===== src/hdl/rrv_pkg.sv =====
// package: widths, shared types and rounding helpers for the reflect/refract block
package rrv_pkg;
  localparam int W = 16;
  localparam int FRAC = W - 2;
  localparam int QDEPTH = 4;
  localparam int QAW = $clog2(QDEPTH);
  localparam logic signed [W-1:0] CMAX = {1'b0, {(W-1){1'b1}}};
  localparam logic signed [W-1:0] CMIN = {1'b1, {(W-1){1'b0}}};
  localparam int SQW = W + FRAC;         // radicand width
  localparam int SRW = SQW / 2;          // root width

  typedef enum logic [0:0] {ACT_REFLECT = 1'b0, ACT_REFRACT = 1'b1} action_t;

  typedef struct packed {
    action_t                     action;
    logic signed [W-1:0]         c;
    logic signed [2:0][W-1:0]    v;
    logic signed [2:0][W-1:0]    n;
    logic [W-1:0]                eta;
  } front_item_t;

  // saturate a wide signed value to a component
  function automatic logic signed [W-1:0] sat(input logic signed [2*W+3:0] x);
    logic signed [W-1:0] r;
    if (x > $signed({{(W+4){CMAX[W-1]}}, CMAX})) r = CMAX;
    else if (x < $signed({{(W+4){CMIN[W-1]}}, CMIN})) r = CMIN;
    else r = x[W-1:0];
    return r;
  endfunction

  // round half up of a signed product scaled by 2^-k
  function automatic logic signed [2*W+3:0] rnd(input logic signed [2*W+3:0] p,
                                                 input int k);
    logic signed [2*W+3:0] t;
    t = p + ((2*W+4)'(1) <<< (k - 1));
    return t >>> k;
  endfunction
endpackage


===== src/hdl/rrv_queue.sv =====
// queue: short fifo between front and back
module rrv_queue import rrv_pkg::*; (
  input  logic        clk,
  input  logic        rst_n,
  input  logic        wr_valid,
  output logic        wr_ready,
  input  front_item_t wr_item,
  output logic        rd_valid,
  input  logic        rd_ready,
  output front_item_t rd_item
);
  front_item_t      mem_r [QDEPTH];
  logic [QAW-1:0]   wp_r, rp_r;
  logic [QAW:0]     cnt_r;
  logic             wr, rd;

  assign wr_ready = (cnt_r != (QAW+1)'(QDEPTH));
  assign rd_valid = (cnt_r != '0);
  assign wr = wr_valid && wr_ready;
  assign rd = rd_valid && rd_ready;
  assign rd_item = mem_r[rp_r];

  always_ff @(posedge clk) begin
    if (!rst_n) begin
      wp_r <= '0; rp_r <= '0; cnt_r <= '0;
    end else begin
      if (wr) wp_r <= wp_r + 1'b1;
      if (rd) rp_r <= rp_r + 1'b1;
      cnt_r <= cnt_r + (QAW+1)'(wr) - (QAW+1)'(rd);
    end
    if (wr) mem_r[wp_r] <= wr_item;
  end

  a_cnt: assert property (@(posedge clk) disable iff (!rst_n)
    cnt_r <= (QAW+1)'(QDEPTH))
    else $error("queue overflow");
  a_ptr: assert property (@(posedge clk) disable iff (!rst_n)
    wr && !rd |=> cnt_r == $past(cnt_r) + 1'b1)
    else $error("queue count slip");
  a_empty: assert property (@(posedge clk) disable iff (!rst_n)
    cnt_r == '0 |-> wp_r == rp_r)
    else $error("queue pointer mismatch");
endmodule


===== config.mk =====
export PLATFORM = sky130hd
export DESIGN_NAME = rrv_queue
export DESIGN_NICKNAME = d
export VERILOG_FILES = /design/src/hdl/rrv_pkg.sv /design/src/hdl/rrv_queue.sv
export SDC_FILE = /design/constraint.sdc
export NUM_CORES = 1
export LEC_CHECK = 0
export ABC_AREA = 1
export BUFFER_PORTS_ARGS = -buffer_cell sky130_fd_sc_hd__buf_4
export CORE_UTILIZATION = 45
export CTS_BUF_LIST = sky130_fd_sc_hd__clkbuf_16
export DETAILED_ROUTE_END_ITERATION = 10
export HOLD_SLACK_MARGIN = 0.03
export SLEW_MARGIN = 25
export SYNTH_ARGS = -nofsm -noshare
export SYNTH_HDL_FRONTEND = slang
export SYNTH_SLANG_ARGS = --single-unit

===== constraint.sdc =====
create_clock -name clk -period 20 [get_ports clk]
set_input_delay 4 -clock clk [delete_from_list [all_inputs] [get_ports clk]]
set_output_delay 4 -clock clk [all_outputs]
set_load 0.05 [all_outputs]

==> metrics.cfg <==
[clock_tree]
ctsHtreeMaxLevel=2
clk_latency_ps=590
clkTransAtPathRegs_ps=60
tritoncts=built
cts_setup_buffers=0
clockBufferDepth=3
cts_made_buffers=54
cts_root_buf=clkbuf_16
postCtsHoldBufs=0
cts_resized=0
cts_sinks=525

[sta]
fmaxAchievable_ghz=0.1366
fin_skew_ps=22.55
fin_crit_sh_pct=36.60
hold_ws_ps=483.2
finalMaxSlewViolations=0
setup_viol=0
worstMarginPinSlew_ps=1077
post-route-min-period_ps=7320
final-hold-violation-count=0
rsz0062_at_grt=no
slew_headroom_pct=28.21
setup-tns-final_ps=0

[power]
comb_power_share_pct=31.7
p_leak_nw=8.265
cellPowerDensity_nw_per_um2=144.3
p_int_mw=2.176
clockPowerShare_pct=28.2
p_seq_share_pct=40.2
ir_worst_vdd_mv=0.1308
switchingPower_mw=1.238
p_sw_share_pct=36.27

[yosys]
synth_fa_ha_area_share_pct=0.4848
syn-num-nets=1452
synth_xor_area_share_pct=0
synthMuxAreaShare_pct=0
synth_compound_area_share_pct=10.90
synth_area_um2=19620
synthCells=1312
ys_seq_area_share_pct=79.91
synth_top_family_by_area=compound AO/OA/AOI/OAI gates
syn_avg_cell_area_um2=14.95
synth_warnings=0
synth.distinct_cells=19
synthSimpleGateAreaFrac_pct=5.492
synth.ff_latch_count=525

[detailed_routing]
wl_mm=42.97
drc=0
first_iter_violations=699
vias_per_cell=5.255
drt-wirelength-per-cell_um=19.62
vias=11510
dr.pass1.iters=4
postRouteAntennaNets=0

[setup_path]
path_common_cell=buf_4
required_ps=16000
crit_buf_inv=3
cp_top_family=buffers and inverters
start_kind=flop
max_stage_delay_ps=860
path_cells=buf_4 > buf_4 > o21ai_0 > o22ai_1 > buf_4
arrival_ps=3320
critPathMaxFanout=92
slowest_stage=buf_4
criticalPathCategory=flop to primary output
end_kind=primary output

[placement]
io_buffer_count=263
dpl-instance-area_um2=21930
place_congestion=0.7184
dp_hpwl_mm=23.16

[floorplanning]
rows=76
die_height_um=210.8
core_um2=43080
start_util_pct=45.54
top_level_ports=264
die_area_um2=44430
die_x_um=210.8

[global_route]
antenna_found_initial=2
grt_overflow=0
grt_pass1_wl_mm=65.75
grt_max_degree=176
grt_usage_pct=19.33
grt_pass1_vias=11660

[layout]
final_cell_mix=edfxtp_1 (516), buf_4 (277), nor2_1 (266), o21ai_0 (165), o22ai_1 (129)
final_nets=1702
postLayoutCellArea_um2=23660
final_common_cell=edfxtp_1
n_fill_cell=3548
areaGrowthSynthToFinish_pct=20.60
drive_above_1_share_pct=22.51

[flow_run]
max_cap_violations=0

[status]
status=completed

[hold_path]
hold_class=flop to flop

worst reg2reg max path: cells and delay by family (launching register included):
family	cells	cell delay [ps]
AND/OR/NAND/NOR	4	1050
buffers and inverters	1	850
flip-flops	1	390
logic make-up after synthesis:
group	Yosys count
flops	525
compound gates	394
simple gates	286
buf+inv	100
fa+ha+maj	7
layout make-up:
cell class | instances | area [um2] | area share, %
Clock buffer | 57 | 1426 | 6.030
Multi-Input combinational cell | 687 | 3341 | 14.12
Antenna cell | 1 | 2.502 | 0.01058
Inverter | 16 | 77.57 | 0.3279
Sequential cell | 525 | 15680 | 66.30
Tap cell | 585 | 732.0 | 3.094
Clock inverter | 41 | 286.5 | 1.211
Timing Repair Buffer | 278 | 2107 | 8.907
registers in the layout, indices dropped and copies added, names as in the netlist, named ones only:
| register | count |
|---|---|
| mem_r | 516 |
| wp_r | 2 |
| cnt_r | 3 |
| rp_r | 2 |
Yosys cell counts:
master / n / share of area [%]
o22ai_1: 129 / 4.1
clkbuf_2: 6 / 0.15
nand2_1: 13 / 0.25
dfxtp_1: 9 / 0.92
inv_1: 15 / 0.29
ha_1: 6 / 0.38
inv_4: 1 / 0.032
fa_1: 1 / 0.10
nor2_1: 270 / 5.2
clkbuf_1: 33 / 0.63
buf_6: 24 / 1.4
buf_2: 6 / 0.15
a21oi_1: 4 / 0.10
buf_4: 15 / 0.57
o21ai_1: 94 / 2.4
o21ai_0: 165 / 4.2
a21boi_0: 2 / 0.077
nand3_1: 3 / 0.077
edfxtp_1: 516 / 79
layer usage:
| layer | track usage [%] | part of all wire (%) | vias up |
|---|---|---|---|
| met5 | 0 | 0.030 | - |
| met4 | 6.197 | 2.2 | 2 |
| met3 | 5.843 | 7.9 | 64 |
| met2 | 31.38 | 47 | 292 |
| met1 | 24.92 | 43 | 5671 |
| li1 | - | - | 5479 |
stage by stage:
step	instances	utilization [%]	total power, mW	worst slack (ps)
after global placement	2090	50.86	2.477	13260
final	2190	54.91	3.414	12680
after CTS	2189	54.90	3.447	12620
after detailed placement	2091	50.92	2.486	13260
after floorplan	1312	-	2.180	9864
after global routing	2189	54.91	3.553	12470
worst paths after layout:
check | startpoint | to | slack [ps] | cells past startpoint
worst min register to register | rp_r[0] | rp_r[0] | 480 | 2
worst max register to register | cnt_r[1] | mem_r[1][88] | 17250 | 5
worst max-delay path | flop | rd_item[13] | 12680 | 5
worst min-delay path | rp_r[0] | rp_r[0] | 480 | 2
power groups by stage:
stage / clock network, mW / registers, mW / logic (mW)
2_1_floorplan: 0 / 1.41 / 0.773
3_3_place_gp: 0 / 1.39 / 1.08
3_5_place_dp: 0 / 1.40 / 1.09
4_1_cts: 0.981 / 1.37 / 1.09
5_1_grt: 1.02 / 1.38 / 1.15
6_report: 0.961 / 1.37 / 1.08
Power figures use the tool's default switching activity.
