`config.mk`:
```
export PLATFORM = sky130hd
export DESIGN_NAME = rrv_front
export DESIGN_NICKNAME = d
export VERILOG_FILES = /design/src/hdl/rrv_pkg.sv /design/src/hdl/rrv_front.sv
export SDC_FILE = /design/constraint.sdc
export NUM_CORES = 2
export LEC_CHECK = 0
export BUFFER_PORTS_ARGS = -buffer_cell sky130_fd_sc_hd__buf_2
export CORE_MARGIN = 2
export CORE_UTILIZATION = 65
export CTS_BUF_LIST = sky130_fd_sc_hd__clkbuf_8
export DETAILED_ROUTE_END_ITERATION = 8
export PLACE_DENSITY = 0.83
export REMOVE_ABC_BUFFERS = 1
export SYNTH_ARGS = -nofsm -noshare
export SYNTH_HDL_FRONTEND = slang
export SYNTH_SLANG_ARGS = --single-unit
```
`constraint.sdc`:
```
create_clock -name clk -period 7.65 [get_ports clk]
set_input_delay 0.3825 -clock clk [delete_from_list [all_inputs] [get_ports clk]]
set_output_delay 0.3825 -clock clk [all_outputs]
set_load 0.03 [all_outputs]
```
`src/hdl/rrv_pkg.sv`:
```
// package: widths, shared types and rounding helpers for the reflect/refract block
package rrv_pkg;
  localparam int W = 16;
  localparam int FRAC = W - 2;
  localparam int QDEPTH = 4;
  localparam int QAW = $clog2(QDEPTH);
  localparam logic signed [W-1:0] CMAX = {1'b0, {(W-1){1'b1}}};
  localparam logic signed [W-1:0] CMIN = {1'b1, {(W-1){1'b0}}};
  localparam int SQW = W + FRAC;         // radicand width
  localparam int SRW = SQW / 2;          // root width

  typedef enum logic [0:0] {ACT_REFLECT = 1'b0, ACT_REFRACT = 1'b1} action_t;

  typedef struct packed {
    action_t                     action;
    logic signed [W-1:0]         c;
    logic signed [2:0][W-1:0]    v;
    logic signed [2:0][W-1:0]    n;
    logic [W-1:0]                eta;
  } front_item_t;

  // saturate a wide signed value to a component
  function automatic logic signed [W-1:0] sat(input logic signed [2*W+3:0] x);
    logic signed [W-1:0] r;
    if (x > $signed({{(W+4){CMAX[W-1]}}, CMAX})) r = CMAX;
    else if (x < $signed({{(W+4){CMIN[W-1]}}, CMIN})) r = CMIN;
    else r = x[W-1:0];
    return r;
  endfunction

  // round half up of a signed product scaled by 2^-k
  function automatic logic signed [2*W+3:0] rnd(input logic signed [2*W+3:0] p,
                                                 input int k);
    logic signed [2*W+3:0] t;
    t = p + ((2*W+4)'(1) <<< (k - 1));
    return t >>> k;
  endfunction
endpackage

```
`src/hdl/rrv_front.sv`:
```
// front: input register, dot product and action classification
module rrv_front import rrv_pkg::*; (
  input  logic                clk,
  input  logic                rst_n,
  input  logic                in_valid,
  output logic                in_ready,
  input  logic                in_action,
  input  logic signed [W-1:0] in_dir_x,
  input  logic signed [W-1:0] in_dir_y,
  input  logic signed [W-1:0] in_dir_z,
  input  logic signed [W-1:0] in_norm_x,
  input  logic signed [W-1:0] in_norm_y,
  input  logic signed [W-1:0] in_norm_z,
  input  logic [W-1:0]        in_ratio,
  output logic                f_valid,
  input  logic                f_ready,
  output front_item_t         f_item
);
  logic                     s0_valid_r;
  logic signed [2*W+3:0]    s0_p_r [3];
  front_item_t              s0_r;
  front_item_t              f_r;
  logic                     f_valid_r;
  logic                     s0_adv;
  logic                     f_adv;
  logic signed [2*W+3:0]    dsum;

  assign f_adv    = !f_valid_r || f_ready;
  assign s0_adv   = !s0_valid_r || f_adv;
  assign in_ready = s0_adv;

  // stage 0: the three products
  always_ff @(posedge clk) begin
    if (!rst_n) begin
      s0_valid_r <= 1'b0;
    end else if (s0_adv) begin
      s0_valid_r <= in_valid;
    end
    if (s0_adv && in_valid) begin
      s0_r.action <= action_t'(in_action);
      s0_r.c      <= '0;
      s0_r.v      <= {in_dir_z, in_dir_y, in_dir_x};
      s0_r.n      <= {in_norm_z, in_norm_y, in_norm_x};
      s0_r.eta    <= in_ratio;
      s0_p_r[0]   <= (2*W+4)'(in_dir_x * in_norm_x);
      s0_p_r[1]   <= (2*W+4)'(in_dir_y * in_norm_y);
      s0_p_r[2]   <= (2*W+4)'(in_dir_z * in_norm_z);
    end
  end

  assign dsum = s0_p_r[0] + s0_p_r[1] + s0_p_r[2];

  // stage 1: rounded, saturated dot product
  always_ff @(posedge clk) begin
    if (!rst_n) begin
      f_valid_r <= 1'b0;
    end else if (f_adv) begin
      f_valid_r <= s0_valid_r;
    end
    if (f_adv && s0_valid_r) begin
      f_r <= '{action: s0_r.action, c: sat(rnd(dsum, FRAC)), v: s0_r.v,
               n: s0_r.n, eta: s0_r.eta};
    end
  end

  assign f_valid = f_valid_r;
  assign f_item  = f_r;

  a_hold: assert property (@(posedge clk) disable iff (!rst_n)
    f_valid_r && !f_ready |=> f_valid_r && $stable(f_r))
    else $error("front item changed while stalled");
  a_rdy: assert property (@(posedge clk) disable iff (!rst_n)
    !s0_valid_r |-> in_ready)
    else $error("front stalled while empty");
  a_fill: assert property (@(posedge clk) disable iff (!rst_n)
    in_valid && in_ready |=> s0_valid_r)
    else $error("accepted item lost");
endmodule

```
==> flow_summary.ini <==
[outcome]
outcome = complete, no violations

[min_path]
hp-class = input port to flip-flop

[die]
dieArea_sq_um = 66300
rows = 92
die_w_um = 258
boundaryPins = 248
start_util_pct = 66.0
core_area_sq_um = 63300
fp.dieH_um = 258

[timing]
fin_crit_ps = 6520
rsz0062_at_grt = false
hold_violations = 0
slew_headroom_pct = 37.9
setup_viol = 0
finalClockSkew_ps = 31.6
setup_tns_ps = 0
maxSlewViolCount = 0
period_share_pct = 85.3
max_freq_mhz = 153
timing_worst_slew_pin_value_ps = 931

[setup_path]
worstPathCellList = dlygate4sd3_1, buf_2, inv_1, nor2_1, fa_1, fa_1, fa_1, fa_1, fa_1, inv_1, fa_1, inv_1, ha_1, and4_1, and2_1, nor2b_1, a211oi_1, o21ai_1, a2111oi_0, a211oi_1, a21o_1, a21oi_1, xnor2_1
rrSetupSlack_ps = 2880
crit_path_top_delay_cell = dlygate4sd3_1
start_kind = input port
timing.rr.start = s0_p_r[0][12]
worstSetupEndpoint = s0_p_r[0][106]
cp-startpoint = in_norm_z[15]
crit_type = input port to flip-flop
cp.arrival_ps = 6960
crit_cells = 23
reg2reg_depth = 13
cp_num_buf_inv = 5
cpMostUsedCell = fa_1
worstPathRequired_ps = 8080
path_max_fanout = 13
max_stage_delay_ps = 530
crit_family = adder cells
endpoint_kind = flip-flop
worstReg2RegEnd = f_item[116]

[finish]
drive_above_1_share_pct = 8.71
fill_cells = 4414
final_cell_mix = 935 x inv_1, 817 x fa_1, 388 x nand2_1
syn2layout_area_growth_pct = 7.99
nets = 5285
design_area_sq_um = 45100
layout_commonest_cell = inv_1

[logic_synthesis]
netlist_instances = 3808
yosys.area_share.adder_pct = 48.4
synth_edf_count = 338
synth_area_per_cell_sq_um = 11.0
syn_area_sq_um = 41800
synthXorXnorAreaFrac_pct = 2.66
ys_seq_area_share_pct = 24.4
yosys.area_share.simple_pct = 11.0
synth_top_area_share_pct = 39.2
synth-seq-cells = 340
synth_mux_area_share_pct = 0
synth_top_family_by_area = adder cells
ys_types = 63
synth-compound-area-share_pct = 4.36
synthTopCellsByArea = fa_1 39%, edfxtp_1 24%, ha_1 9.3%
postSynth.asyncResetShare_pct = 0
ys_warn_count = 0
synth.largest_area_cell = fa_1
synth_ff_type = edfxtp_1

[global_routing]
antenna_found_initial = 3
grt_max_degree = 152
overflow = 0
grt_pass1_wl_mm = 150
grt_use_total_pct = 28.6
grt_pass1_vias = 29779

[routing]
vias = 27163
wire_per_inst_um = 18.1
via_per_inst = 5.50
postRouteAntennaNets = 0
drtPass1Iterations = 6
routed_wl_mm = 89.5
drc = 0
drt_iter0_markers = 1935

[cts]
cts_buffer_depth = 3
cts_tree = yes
cts_root_buf = clkbuf_8
cts.sinks = 340
clkTransAtPathRegs_ps = 80
cts_made_buffers = 57
insertion_delay_ps = 670
cts.htree.levels = 2

[placed_design]
post_dp_cell_area_sq_um = 43800
detailed_place_hpwl_mm = 71.0
port_buffers = 247
place.gp.congestion = 0.903

[job]
cap_violations = 0
[synthesized netlist by cell type, types with 3 or more instances]
| master | instances |
|---|---|
| or3_1 | 5 |
| clkbuf_1 | 96 |
| a21o_2 | 3 |
| xor2_1 | 28 |
| nand4_1 | 10 |
| and3_1 | 9 |
| o21ai_2 | 5 |
| xnor2_1 | 99 |
| o21a_1 | 9 |
| a211oi_2 | 4 |
| and2_1 | 363 |
| ha_1 | 309 |
| inv_1 | 921 |
| nor2_1 | 77 |
| nor2b_1 | 11 |
| o21ai_0 | 40 |
| nand2_1 | 388 |
| a221o_1 | 3 |
| fa_1 | 817 |
| nand2b_1 | 18 |
| o31ai_1 | 3 |
| a21oi_1 | 86 |
| nand3_1 | 15 |
| a21o_1 | 48 |
| nor4_1 | 3 |
| o21ai_1 | 11 |
| a31oi_1 | 7 |
| edfxtp_1 | 338 |
| a211oi_1 | 9 |
| o21bai_1 | 15 |
| a221oi_1 | 4 |
| nor3_1 | 14 |
[metrics by stage]
step	hold slack (ps)	setup slack (ps)	utilization, %	cells
floorplan	400	700	-	3710
global placement	400	932	69.1	4809
detailed placement	405	780	69.1	4809
CTS	4.98	1150	71.2	4935
global route	33.5	654	71.3	4937
finish	61.6	1130	71.3	4938
[repair_timing]
item	in CTS	in global routing
hold endpoints to repair	20	0
resized for setup	0	0
setup buffers	0	0
hold buffers	20	0
[per-layer routing]
layer | up-vias | part of all wire, % | global-route usage (%)
li1 | 12048 | - | -
met1 | 13815 | 39 | 38.5
met2 | 1077 | 50 | 48.4
met3 | 221 | 7.5 | 4.69
met4 | 2 | 2.9 | 8.37
met5 | - | 0.0078 | 0
[flip-flops by register name (all words and copies together) (netlist names)]
register and count:
f_item 129, f_valid 1, s0_p_r 96, s0_r 113
s0_valid_r 1
[kinds of logic after synthesis]
group                      after synthesis
buffers and inverters                 1019
adders and majority gates             1126
DFF                                    340
and+or+nand+nor                        923
AOI/OAI and AO/OA                      273
xor gates and xnor gates               127
[worst reg2reg max path: cells and delay by family (launching register included)]
| family | cells | cell delay [ps] |
|---|---|---|
| compound gates | 8 | 2620 |
| fa+ha+maj | 3 | 1140 |
| flops | 1 | 450 |
| simple gates | 2 | 190 |
[area by class of cell]
class,count,area (sq um),area share (%)
Clock inverter,49,362,0.802
Inverter,921,3460,7.66
Multi-Input combinational cell,2449,27800,61.5
Tap cell,846,1060,2.35
Timing Repair Buffer,273,1490,3.31
Clock buffer,57,785,1.74
Antenna cell,3,7.51,0.0166
Sequential cell,340,10200,22.6
[how the worst min path moves through the flow]
stage,start,end,slack (ps),cells after the start
3_5_place_dp,s0_r[22],f_item[22],400,0
2_1_floorplan,s0_r[0],f_item[0],400,0
6_report,in_norm_x[15],s0_r[31],60,1
5_1_grt,in_norm_x[15],s0_r[31],30,1
4_1_cts,in_norm_x[15],s0_r[31],5,1
3_3_place_gp,s0_r[7],f_item[7],400,0
Power is not shown: default switching activity piles up to over one toggle a cycle in this logic, so the estimate is an artifact.
